--- config.mk ---
export PLATFORM = sky130hd
export DESIGN_NAME = slsb_front
export DESIGN_NICKNAME = d
export VERILOG_FILES = /design/src/slsb_pkg.sv /design/src/slsb_front.sv
export SDC_FILE = /design/constraint.sdc
export NUM_CORES = 1
export LEC_CHECK = 0
export BUFFER_PORTS_ARGS = -buffer_cell sky130_fd_sc_hd__buf_4
export CAP_MARGIN = 5
export CORE_MARGIN = 2
export CORE_UTILIZATION = 24
export CTS_CLUSTER_SIZE = 10
export DETAILED_ROUTE_END_ITERATION = 10
export PLACE_DENSITY = 0.37
export SLEW_MARGIN = 20
export SYNTH_ARGS = -nofsm -noshare
export SYNTH_HDL_FRONTEND = slang
export SYNTH_SLANG_ARGS = --single-unit
--- constraint.sdc ---
create_clock -name aclk -period 6.7 [get_ports aclk]
set_input_delay 1.005 -clock aclk [delete_from_list [all_inputs] [get_ports aclk]]
set_output_delay 1.005 -clock aclk [all_outputs]
set_load 0.01 [all_outputs]
--- src/slsb_pkg.sv ---
// shared types and constants for the joint slew limiter
package slsb_pkg;

    localparam int NUM_JOINTS_DEF = 16;
    localparam int QUEUE_DEPTH    = 4;
    localparam int QUEUE_AW       = 2;
    localparam int POS_W          = 32;
    localparam int STEP_W         = 31;
    localparam int CNT_W          = 16;
    localparam int IN_DATA_W      = 136;
    localparam int OUT_DATA_W     = 72;

    typedef enum logic [1:0] {
        ACT_TICK    = 2'd0,
        ACT_STAGE   = 2'd1,
        ACT_PUBLISH = 2'd2,
        ACT_LOAD    = 2'd3
    } action_t;

    localparam logic CFG_STALE_LIMIT = 1'b0;
    localparam logic CFG_DECEL_TICKS = 1'b1;

    typedef struct packed {
        action_t                   kind;
        logic [3:0]                joint;
        logic signed [POS_W-1:0]   position;
        logic                      not_finite;
        logic signed [POS_W-1:0]   low_limit;
        logic signed [POS_W-1:0]   high_limit;
        logic [STEP_W-1:0]         step_limit;
    } item_t;

    typedef struct packed {
        logic              start;
        logic              neg;
        logic [POS_W-1:0]  dividend;
        logic [CNT_W-1:0]  divisor;
    } div_req_t;

endpackage

--- src/slsb_front.sv ---
// input stage: accepts words, drops out-of-range joints, queues items
module slsb_front #(
    parameter int NUM_JOINTS = slsb_pkg::NUM_JOINTS_DEF
) (
    input  logic                            aclk,
    input  logic                            aresetn,
    input  logic                            s_tvalid,
    output logic                            s_tready,
    // joint, position, not_finite, low_limit, high_limit, step_limit, zero pad
    input  logic [slsb_pkg::IN_DATA_W-1:0]  s_tdata,
    // action
    input  logic [1:0]                      s_tuser,
    output logic                            q_valid,
    input  logic                            q_ready,
    output slsb_pkg::item_t                 q_item
);

    slsb_pkg::item_t                      in_item;
    slsb_pkg::item_t                      queue_mem [slsb_pkg::QUEUE_DEPTH];
    logic [slsb_pkg::QUEUE_AW-1:0]        wr_ptr_reg, rd_ptr_reg;
    logic [slsb_pkg::QUEUE_AW:0]          count_reg, count_next;
    logic                                 drop, push, pop;
    logic [6:0]                           joint_ext;

    always_comb begin
        in_item.kind       = slsb_pkg::action_t'(s_tuser);
        in_item.joint      = s_tdata[3:0];
        in_item.position   = s_tdata[35:4];
        in_item.not_finite = s_tdata[36];
        in_item.low_limit  = s_tdata[68:37];
        in_item.high_limit = s_tdata[100:69];
        in_item.step_limit = s_tdata[131:101];
    end

    assign joint_ext = {3'b000, in_item.joint};
    assign drop = (in_item.kind == slsb_pkg::ACT_STAGE || in_item.kind == slsb_pkg::ACT_LOAD)
                  && (joint_ext >= 7'(NUM_JOINTS));
    assign s_tready = (count_reg < (slsb_pkg::QUEUE_AW+1)'(slsb_pkg::QUEUE_DEPTH));
    assign push = s_tvalid && s_tready && !drop;
    assign q_valid = (count_reg != '0);
    assign pop = q_valid && q_ready;
    assign q_item = queue_mem[rd_ptr_reg];

    always_comb begin
        count_next = count_reg;
        if (push && !pop) begin
            count_next = count_reg + 1'b1;
        end else if (pop && !push) begin
            count_next = count_reg - 1'b1;
        end
    end

    always_ff @(posedge aclk) begin
        if (!aresetn) begin
            wr_ptr_reg <= '0;
            rd_ptr_reg <= '0;
            count_reg  <= '0;
        end else begin
            count_reg <= count_next;
            if (push) begin
                wr_ptr_reg <= wr_ptr_reg + 1'b1;
            end
            if (pop) begin
                rd_ptr_reg <= rd_ptr_reg + 1'b1;
            end
        end
    end

    always_ff @(posedge aclk) begin
        if (push) begin
            queue_mem[wr_ptr_reg] <= in_item;
        end
    end

endmodule

==> results.py, run 1 <==
metrics = {
    "layout": {
        "largest_reg_flops": 536,
        "layoutNonFillerInstCount": 2165,
        "antenna_cells": 0,
        "fillCellCount": 7938,
        "final_cell_mix": "536 x edfxtp_1, 279 x buf_4, 134 x mux4_2",
        "fin_nets": 1216,
        "drive_gt1_share_pct": 45.8,
        "layout_commonest_cell": "edfxtp_1",
        "area_delta_synth_final_pct": 26.8,
    },
    "placement": {
        "dp.cells": 2069,
        "io_buffers": 273,
        "post-dp-hpwl_microns": 25400,
        "gp_congestion": 0.656,
        "place_ws_ns": 3.17,
    },
    "critical_path": {
        "cp_max_fo": 33,
        "cp-start-kind": "register",
        "r2r_end": "queue_mem[2][65]",
        "timing.reg2reg.setup_slack_ns": 4.05,
        "timing.rr.start": "count_reg[2]",
        "worstSetupPathType": "register to output pin",
        "worst_setup_path_end_kind": "output pin",
        "r2r.worst_path.cells": 3,
        "worst_ep_arrival_time_ns": 2.99,
        "required_ns": 5.69,
    },
    "route": {
        "viasPerCell": 4.07,
        "drc": 0,
        "ant_nets": 0,
        "num_vias": 8818,
        "wl_per_cell_microns": 20.7,
        "first_iter_violations": 506,
        "firstDrtPassIters": 6,
        "detail_route.wirelength_microns": 44900,
    },
    "cts": {
        "cts-resized-gates": 0,
        "htree_levels": 3,
        "clockBufferDepth": 3,
        "cts-hold-fix-buffers": 0,
        "cts.sinks": 545,
        "cts_root_buf": "clkbuf_16",
        "cts_tree": "yes",
        "clk_pin_slew_ns": 0.05,
        "cts_made_buffers": 67,
        "post_cts.repair.setup_buffers": 0,
        "clock_latency_ns": 0.60,
    },
    "global_routing": {
        "first_global_vias": 9877,
        "grt_max_degree": 72,
        "grt_overflow": 0,
        "antenna_found_initial": 3,
        "grt_first_pass_wirelength_microns": 66500,
        "grtUsageTotal_pct": 10.6,
    },
    "yosys": {
        "syn_avg_cell_area_sq_um": 26.5,
        "yosys.area.top_type": "edfxtp_1",
        "yosys_register_bits": 545,
        "synth_nets": 893,
        "yosys.cell_types.count": 19,
        "synth_top_cell_area_share_pct": 81.4,
        "synthTopCellsByArea": "edfxtp_1 81%, mux4_2 15%, dfxtp_1 0.91%",
        "syn_area_sq_um": 19800,
        "syn_inst": 745,
        "synth_seq_area_share_pct": 82.3,
        "yosys_warnings": 0,
    },
    "job": {
        "maxCapViolations": 0,
    },
    "power": {
        "power_leakage_uw": 0.00814,
        "ir_drop_mv": 0.187,
        "total_power_uw": 9850,
        "pwr-share-comb_pct": 23.7,
        "switching_power_uw": 2620,
        "p_clk_share_pct": 32.5,
        "power.density_nw_per_um2": 393,
        "seqPwrFrac_pct": 43.7,
        "intPower_uw": 7230,
        "p_sw_share_pct": 26.6,
    },
    "worst_hold_path": {
        "worstHoldEndpoint": "count_reg[2]",
        "whs_path_depth": 2,
        "min_from": "count_reg[2]",
        "worst_hold_path_type": "register to register",
    },
    "sta": {
        "fmax_mhz": 250,
        "fin_crit_sh_pct": 59.7,
        "rsz0062_at_grt": "no",
        "period_needed_ns": 4.00,
        "setup-tns-final_ns": 0,
        "drv_slew": 0,
        "slew_headroom_pct": 47.7,
        "finalHoldViolCount": 0,
        "finalClockSkew_ns": 0.0177,
        "finalSetupViolCount": 0,
        "worstMarginPinSlew_ns": 0.785,
        "fin_ws_ns": 2.70,
    },
    "floorplan": {
        "num_rows": 105,
        "die_w_microns": 291,
        "die_area_sq_um": 84700,
        "core_area_sq_um": 81800,
        "pin_count": 278,
        "die_h_microns": 291,
        "start_util_pct": 24.2,
    },
    "status": {
        "status": "complete, no violations",
    },
}
worst max-delay path, cell delays in order, from the launching register on:
cell and delay [ns]:
dfxtp_4 0.82, buf_4 0.73, mux4_2 0.62, buf_4 0.16
layout make-up:
type	count	area (sq um)	share of cell area [%]
clock buffers	83	1770	7.06
well taps	1070	1340	5.34
repair buffers	285	2210	8.84
multi-input cells	165	3290	13.1
inverters	4	15.0	0.0599
clock inverters	13	144	0.574
flip-flops and latches	545	16300	65.0
power groups by stage:
stage          sequential, uW  combinational (uW)  clock (uW)
3_5_place_dp             4390                2450           0
5_1_grt                  4350                2540        3490
6_report                 4300                2340        3200
4_1_cts                  4320                2450        3360
2_1_floorplan            4330                1380           0
3_3_place_gp             4370                2450           0
how the worst max path moves through the flow:
stage / from / end / slack, ns / cells past startpoint
after floorplan: s_tvalid / queue_mem[0][0] / 1.73 / 3
after global placement: s_tvalid / queue_mem[2][36] / 3.16 / 4
after detailed placement: register / q_item[44] / 3.17 / 3
after CTS: register / q_item[44] / 2.51 / 3
after global routing: register / q_item[44] / 2.41 / 3
final: register / q_item[44] / 2.70 / 3
stage by stage:
| step | hold slack (ns) | area (sq um) | utilization [%] |
|---|---|---|---|
| 6_report | 0.564 | 25100 | 30.6 |
| 4_1_cts | 0.539 | 25100 | 30.6 |
| 3_5_place_dp | 0.560 | 23100 | 28.3 |
| 3_3_place_gp | 0.550 | 23100 | 28.3 |
| 2_1_floorplan | 0.507 | 19800 | - |
| 5_1_grt | 0.572 | 25100 | 30.6 |
cells in the mapped netlist:
| cell type | number |
|---|---|
| inv_1 | 4 |
| ha_1 | 5 |
| and2_1 | 9 |
| edfxtp_1 | 536 |
| mux2i_1 | 2 |
| mux4_2 | 134 |
| xor2_1 | 1 |
| buf_2 | 15 |
| a21boi_0 | 1 |
| clkbuf_1 | 8 |
| dfxtp_1 | 9 |
| xnor2_1 | 4 |
| o21ai_0 | 1 |
| fa_1 | 1 |
| nor2b_1 | 3 |
| o311ai_0 | 1 |
| or3_1 | 2 |
| o31ai_1 | 1 |
| buf_6 | 8 |
cells by family (layout without fill, tap and decap cells):
logic type                 Yosys count  in the layout  synth area share (%)
muxes                              136            136                  15.4
DFF                                545            545                  82.3
and+or+nand+nor                     14             14                 0.443
adders and majority gates            6              6                 0.418
xor gates and xnor gates             5              5                 0.222
AOI/OAI and AO/OA                    4              4                 0.146
buffers and inverters               35            385                  1.06
routing by layer:
| layer | part of all wire (%) | wire length, microns | vias up | global-route usage (%) |
|---|---|---|---|---|
| met5 | 0.078 | 35 | - | 0 |
| met4 | 2.4 | 1070 | 6 | 3.85 |
| met3 | 7.2 | 3240 | 85 | 3.73 |
| met2 | 48 | 21600 | 237 | 17.0 |
| met1 | 42 | 19000 | 4630 | 13.3 |
| li1 | - | - | 3860 | - |
No activity file was read; power rests on OpenSTA's default activity.
==> inputs of run 2 (changes only) <==
Clock period 6.7 ns to 4 ns, I/O delays scaled along.
==> results.py, run 2 (synthesis results as in run 1) <==
metrics = {
    "critical_path": {
        "cp_max_fo": 19,
        "crit_buf_inv": 2,
        "worst_ep_arrival_time_ns": 2.44,
        "r2r.worst_path.cells": 7,
        "worstPathCellList": "buf_4 > mux4_2 > buf_4",
        "worstSetupPathType": "register to output pin",
        "r2r_end": "count_reg[2]",
        "required_ns": 3.40,
        "crit_top_cell": "buf_4",
        "worst_path_max_delay_cell": "dfxtp_4",
        "cp-start-kind": "register",
        "timing.rr.start": "count_reg[2]",
        "worst_setup_path_end_kind": "output pin",
        "slowest_delay_ns": 0.66,
        "crit_family": "flip-flops",
        "timing.reg2reg.setup_slack_ns": 1.64,
    },
    "cts": {
        "cts_root_buf": "clkbuf_16",
        "post_cts.repair.setup_buffers": 0,
        "cts.sinks": 545,
        "clockBufferDepth": 3,
        "htree_levels": 3,
        "cts_tree": "yes",
        "cts-resized-gates": 0,
        "cts-hold-fix-buffers": 0,
        "cts_made_buffers": 69,
        "clock_latency_ns": 0.60,
        "clk_pin_slew_ns": 0.06,
    },
    "layout": {
        "fillCellCount": 7915,
        "layout_commonest_cell": "edfxtp_1",
        "final_core_util_pct": 30.9,
        "drive_gt1_share_pct": 46.3,
        "fin_nets": 1224,
        "final_cell_mix": "536 x edfxtp_1, 274 x buf_4, 134 x mux4_2",
        "area_delta_synth_final_pct": 28.0,
        "largest_reg_flops": 536,
    },
    "status": {
        "status": "complete, no violations",
    },
    "floorplan": {
        "die_h_microns": 291,
        "start_util_pct": 24.2,
        "die_w_microns": 291,
        "die_area_sq_um": 84700,
        "pin_count": 278,
        "num_rows": 105,
        "core_area_sq_um": 81800,
    },
    "power": {
        "total_power_uw": 16800,
        "power_leakage_uw": 0.00823,
        "power.density_nw_per_um2": 664,
        "ir_drop_mv": 0.335,
    },
    "route": {
        "ant_nets": 0,
        "viasPerCell": 4.09,
        "first_iter_violations": 402,
        "drc": 0,
        "wl_per_cell_microns": 21.4,
        "num_vias": 8907,
        "detail_route.wirelength_microns": 46600,
        "firstDrtPassIters": 4,
    },
    "sta": {
        "period_needed_ns": 3.04,
        "finalHoldViolCount": 0,
        "fin_crit_sh_pct": 76.1,
        "finalSetupViolCount": 0,
        "worstMarginPinSlew_ns": 0.731,
        "whs_ns": 0.199,
        "rsz0062_at_grt": "no",
        "drv_slew": 0,
        "setup-tns-final_ns": 0,
        "slew_headroom_pct": 51.3,
        "fmax_mhz": 328,
        "fin_ws_ns": 0.955,
        "finalClockSkew_ns": 0.0325,
    },
    "worst_hold_path": {
        "whs_path_depth": 1,
        "min_from": "s_tdata[67]",
        "worst_hold_path_type": "input port to register",
        "worstHoldEndpoint": "queue_mem[0][93]",
    },
    "placement": {
        "post-dp-hpwl_microns": 26500,
        "place_ws_ns": 1.28,
        "gp_congestion": 0.657,
        "io_buffers": 273,
    },
    "job": {
        "maxCapViolations": 0,
    },
    "global_routing": {
        "antenna_found_initial": 5,
        "grt_first_pass_wirelength_microns": 68000,
        "grt_overflow": 0,
        "first_global_vias": 9835,
        "grtUsageTotal_pct": 11.0,
        "grt_max_degree": 88,
    },
}
-- run 2: cell count changes in the layout (fill, tap and decap cells not counted), moves of 2 or more --
| cell | previous run | this run |
|---|---|---|
| buf_12 | 6 | 17 |
| buf_4 | 279 | 274 |
| clkbuf_1 | 14 | 12 |
| clkbuf_16 | 68 | 71 |
| clkinv_1 | 5 | 8 |
| clkinv_2 | 1 | 4 |
| inv_16 | 2 | 0 |
-- run 2: layout make-up --
cell class              instances  area [sq um]  share of cell area (%)
clock inverters                19           146                   0.579
flip-flops and latches        545         16300                    64.4
diodes                          1          2.50                 0.00989
multi-input cells             165          3290                    13.0
repair buffers                291          2400                    9.48
inverters                       4          15.0                  0.0594
clock buffers                  83          1820                    7.20
well taps                    1070          1340                    5.29
-- run 2: how the worst max path moves through the flow --
stage,end,slack [ns],depth (start not counted)
2_1_floorplan,queue_mem[0][0],0.92,3
3_3_place_gp,queue_mem[3][118],1.31,4
3_5_place_dp,queue_mem[0][118],1.28,4
4_1_cts,q_item[39],0.81,3
5_1_grt,q_item[31],0.78,3
6_report,q_item[87],0.96,3
-- run 2: metal layers --
metal  track usage (%)  share of wire (%)  vias up
li1                  -                  -     3880
met1              13.5                 42     4683
met2              17.7                 48      245
met3              4.27                7.5       91
met4              3.90                2.9        8
met5                 0               0.12        -
-- run 2: through the flow --
step / cell area (sq um) / std cells
3_5_place_dp: 23300 / 2075
3_3_place_gp: 23300 / 2075
6_report: 25300 / 2178
5_1_grt: 25300 / 2177
4_1_cts: 25300 / 2177
2_1_floorplan: 19800 / 745
-- run 2: worst reg2reg max path: stages (launching register included) --
cell	delay [ns]
dfxtp_1	0.36
nor2b_1	0.53
ha_1	0.30
inv_1	0.06
fa_1	0.37
xor2_1	0.18
or3_1	0.31
a21boi_0	0.18
-- run 2: where the power goes --
| group | switching [uW] | total (uW) | internal (uW) |
|---|---|---|---|
| registers | 196 | 7160 | 6970 |
| logic | 1990 | 4080 | 2090 |
| clock network | 2280 | 5550 | 3270 |
| total | 4470 | 16800 | 12300 |
==> inputs of run 3 (changes only) <==
Settings changed: ABC_AREA from default to 1, PLACE_DENSITY 0.37 to 0.38.
Clock period 4 ns to 2.5 ns, I/O delays scaled along.
==> results.py, run 3 <==
metrics = {
    "critical_path": {
        "cp-start-kind": "register",
        "worstSetupPathType": "register to output pin",
        "cp_max_fo": 12,
        "required_ns": 2.12,
        "timing.reg2reg.setup_slack_ns": 0.64,
        "worst_setup_path_end_kind": "output pin",
        "worst_ep_arrival_time_ns": 2.02,
    },
    "floorplan": {
        "core_area_sq_um": 83800,
        "pin_count": 278,
        "die_w_microns": 295,
        "die_area_sq_um": 87200,
        "die_h_microns": 295,
        "start_util_pct": 24.3,
        "num_rows": 106,
    },
    "placement": {
        "post-dp-hpwl_microns": 31400,
        "gp_congestion": 0.679,
        "io_buffers": 273,
    },
    "yosys": {
        "synth_simple_gate_area_share_pct": 5.40,
        "synth_top_cell_area_share_pct": 79.1,
        "synth_xor_xnor_area_share_pct": 0,
        "synth-edff-count": 536,
        "yosys_warnings": 0,
        "synth_top_family_by_area": "compound AO/OA/AOI/OAI gates",
        "synth-main-ff-cell": "edfxtp_1",
        "ys_async_sr_fraction_pct": 0,
        "yosys_register_bits": 545,
        "yosys-top-cells-count": "536 x edfxtp_1, 277 x nor2_1, 214 x o21ai_0",
        "synth_nets": 1507,
        "synth_compound_area_share_pct": 11.0,
        "synthTopCellsByArea": "edfxtp_1 79%, o21ai_0 5.3%, nor2_1 5.1%",
        "syn_avg_cell_area_sq_um": 15.0,
        "synthMuxAreaShare_pct": 0,
        "synthAdderAreaFrac_pct": 0.406,
        "syn_inst": 1359,
        "synth.most_common_cell": "edfxtp_1",
        "synth_seq_area_share_pct": 79.9,
        "syn_area_sq_um": 20400,
        "yosys.cell_types.count": 20,
        "yosys.area.top_type": "edfxtp_1",
    },
    "route": {
        "dr.max_layer_used": "met5",
        "wl_met1_microns": 26600,
        "met3RoutedLength_microns": 3780,
        "num_vias": 12800,
        "ant_nets": 0,
        "drc": 0,
        "wl_per_cell_microns": 20.0,
        "viasPerCell": 4.30,
        "routed-wl-met2_microns": 28200,
        "first_iter_violations": 662,
        "detail_route.wirelength_microns": 59600,
        "firstDrtPassIters": 5,
    },
    "sta": {
        "rsz0062_at_grt": "yes",
        "drv_slew": 0,
        "finalSetupViolCount": 0,
        "finalClockSkew_ns": 0.0166,
        "period_needed_ns": 2.39,
        "fin_crit_sh_pct": 95.8,
        "finalHoldViolCount": 0,
        "worstMarginPinSlew_ns": 0.622,
        "setup-tns-final_ns": 0,
        "slew_headroom_pct": 58.5,
        "fmax_mhz": 418,
    },
    "cts": {
        "cts_tree": "yes",
        "htree_levels": 3,
        "cts.sinks": 545,
        "cts_made_buffers": 69,
        "cts_root_buf": "clkbuf_16",
        "clock_latency_ns": 0.60,
        "clk_pin_slew_ns": 0.05,
        "clockBufferDepth": 3,
    },
    "global_routing": {
        "first_global_vias": 12900,
        "grt_max_degree": 131,
        "grt_first_pass_wirelength_microns": 81700,
        "antenna_found_initial": 7,
        "grtUsageTotal_pct": 12.6,
        "grt_overflow": 0,
    },
    "power": {
        "power_leakage_uw": 0.00953,
        "total_power_uw": 27700,
        "ir_drop_mv": 0.438,
        "power.density_nw_per_um2": 1010,
    },
    "layout": {
        "drive_gt1_share_pct": 23.1,
        "final_core_util_pct": 32.9,
        "fin_nets": 1957,
        "seq_area_sq_um": 16300,
        "area_delta_synth_final_pct": 35.5,
        "final_cell_mix": "536 x edfxtp_1, 297 x buf_4, 273 x nor2_1",
        "layout_commonest_cell": "edfxtp_1",
        "largest_reg_flops": 536,
        "fillCellCount": 8387,
        "multi_input_area_sq_um": 3460,
    },
    "job": {
        "maxCapViolations": 0,
    },
    "status": {
        "status": "complete, no violations",
    },
    "worst_hold_path": {
        "worst_hold_path_type": "input port to register",
    },
}
[run 3: cell count changes in the layout (fill, tap and decap cells not counted), sizes merged, moves of 33 or more]
| cell | delta |
|---|---|
| o21ai | +271 |
| buf | +33 |
| o22ai | +134 |
| dlygate4sd3 | +135 |
| nor2 | +277 |
| mux4 | -134 |
[run 3: logic make-up after synthesis]
kind of cell / count (synthesis)
buffers and inverters: 104
AND/OR/NAND/NOR: 292
AO/OA/AOI/OAI: 412
flip-flops: 545
adder cells (fa/ha/maj): 6
[run 3: what timing repair did]
item | CTS | global route
hold buffers | 135 | 0
endpoints found under the hold margin | 537 | 0
buffers inserted | 1 | 6
setup endpoints to repair | 115 | 100
gates resized for setup | 5 | 10
pin swaps | 0 | 2
cloned | 1 | 7
[run 3: routing by layer]
layer / up-vias / global-route usage (%)
met2: 306 / 20.4
met5: - / 0
met3: 83 / 3.71
met4: 10 / 3.94
li1: 6063 / -
met1: 6343 / 16.1
[run 3: worst paths after layout]
check / startpoint / endpoint / cells after the start
max: register / q_item[49] / 6
min: q_ready / register / 3
max reg2reg: count_reg[0] / count_reg[2] / 12
min reg2reg: wr_ptr_reg[1] / wr_ptr_reg[1] / 2
[run 3: layout make-up]
type / count / share of cell area (%)
well taps: 1134 / 5.14
multi-input cells: 710 / 12.5
repair buffers: 467 / 15.7
clock inverters: 21 / 0.612
inverters: 16 / 0.367
clock buffers: 85 / 6.55
diodes: 2 / 0.0181
flip-flops and latches: 545 / 59.0
[run 3: power breakdown]
group / total [uW] / switching, uW / internal (uW)
sequential: 11300 / 224 / 11100
combinational: 7490 / 4490 / 2990
clock: 8940 / 3660 / 5280
[run 3: critical path, cell delays in order (launching register included)]
cell       delay [ns]
dfxtp_4          0.44
buf_12           0.14
buf_16           0.16
clkbuf_16        0.20
o21ai_0          0.09
o22ai_1          0.21
buf_4            0.16
[run 3: stage by stage]
stage | cell area, sq um | worst slack, ns | hold slack [ns] | std cells
finish | 27600 | 0.106 | 0.113 | 2980
global route | 27600 | -0.0102 | 0.0846 | 2978
CTS | 27300 | -0.0660 | 0.0591 | 2965
detailed placement | 23900 | 0.476 | 0.481 | 2722
global placement | 23900 | 0.453 | 0.475 | 2722
floorplan | 20400 | -0.450 | 0.457 | 1359
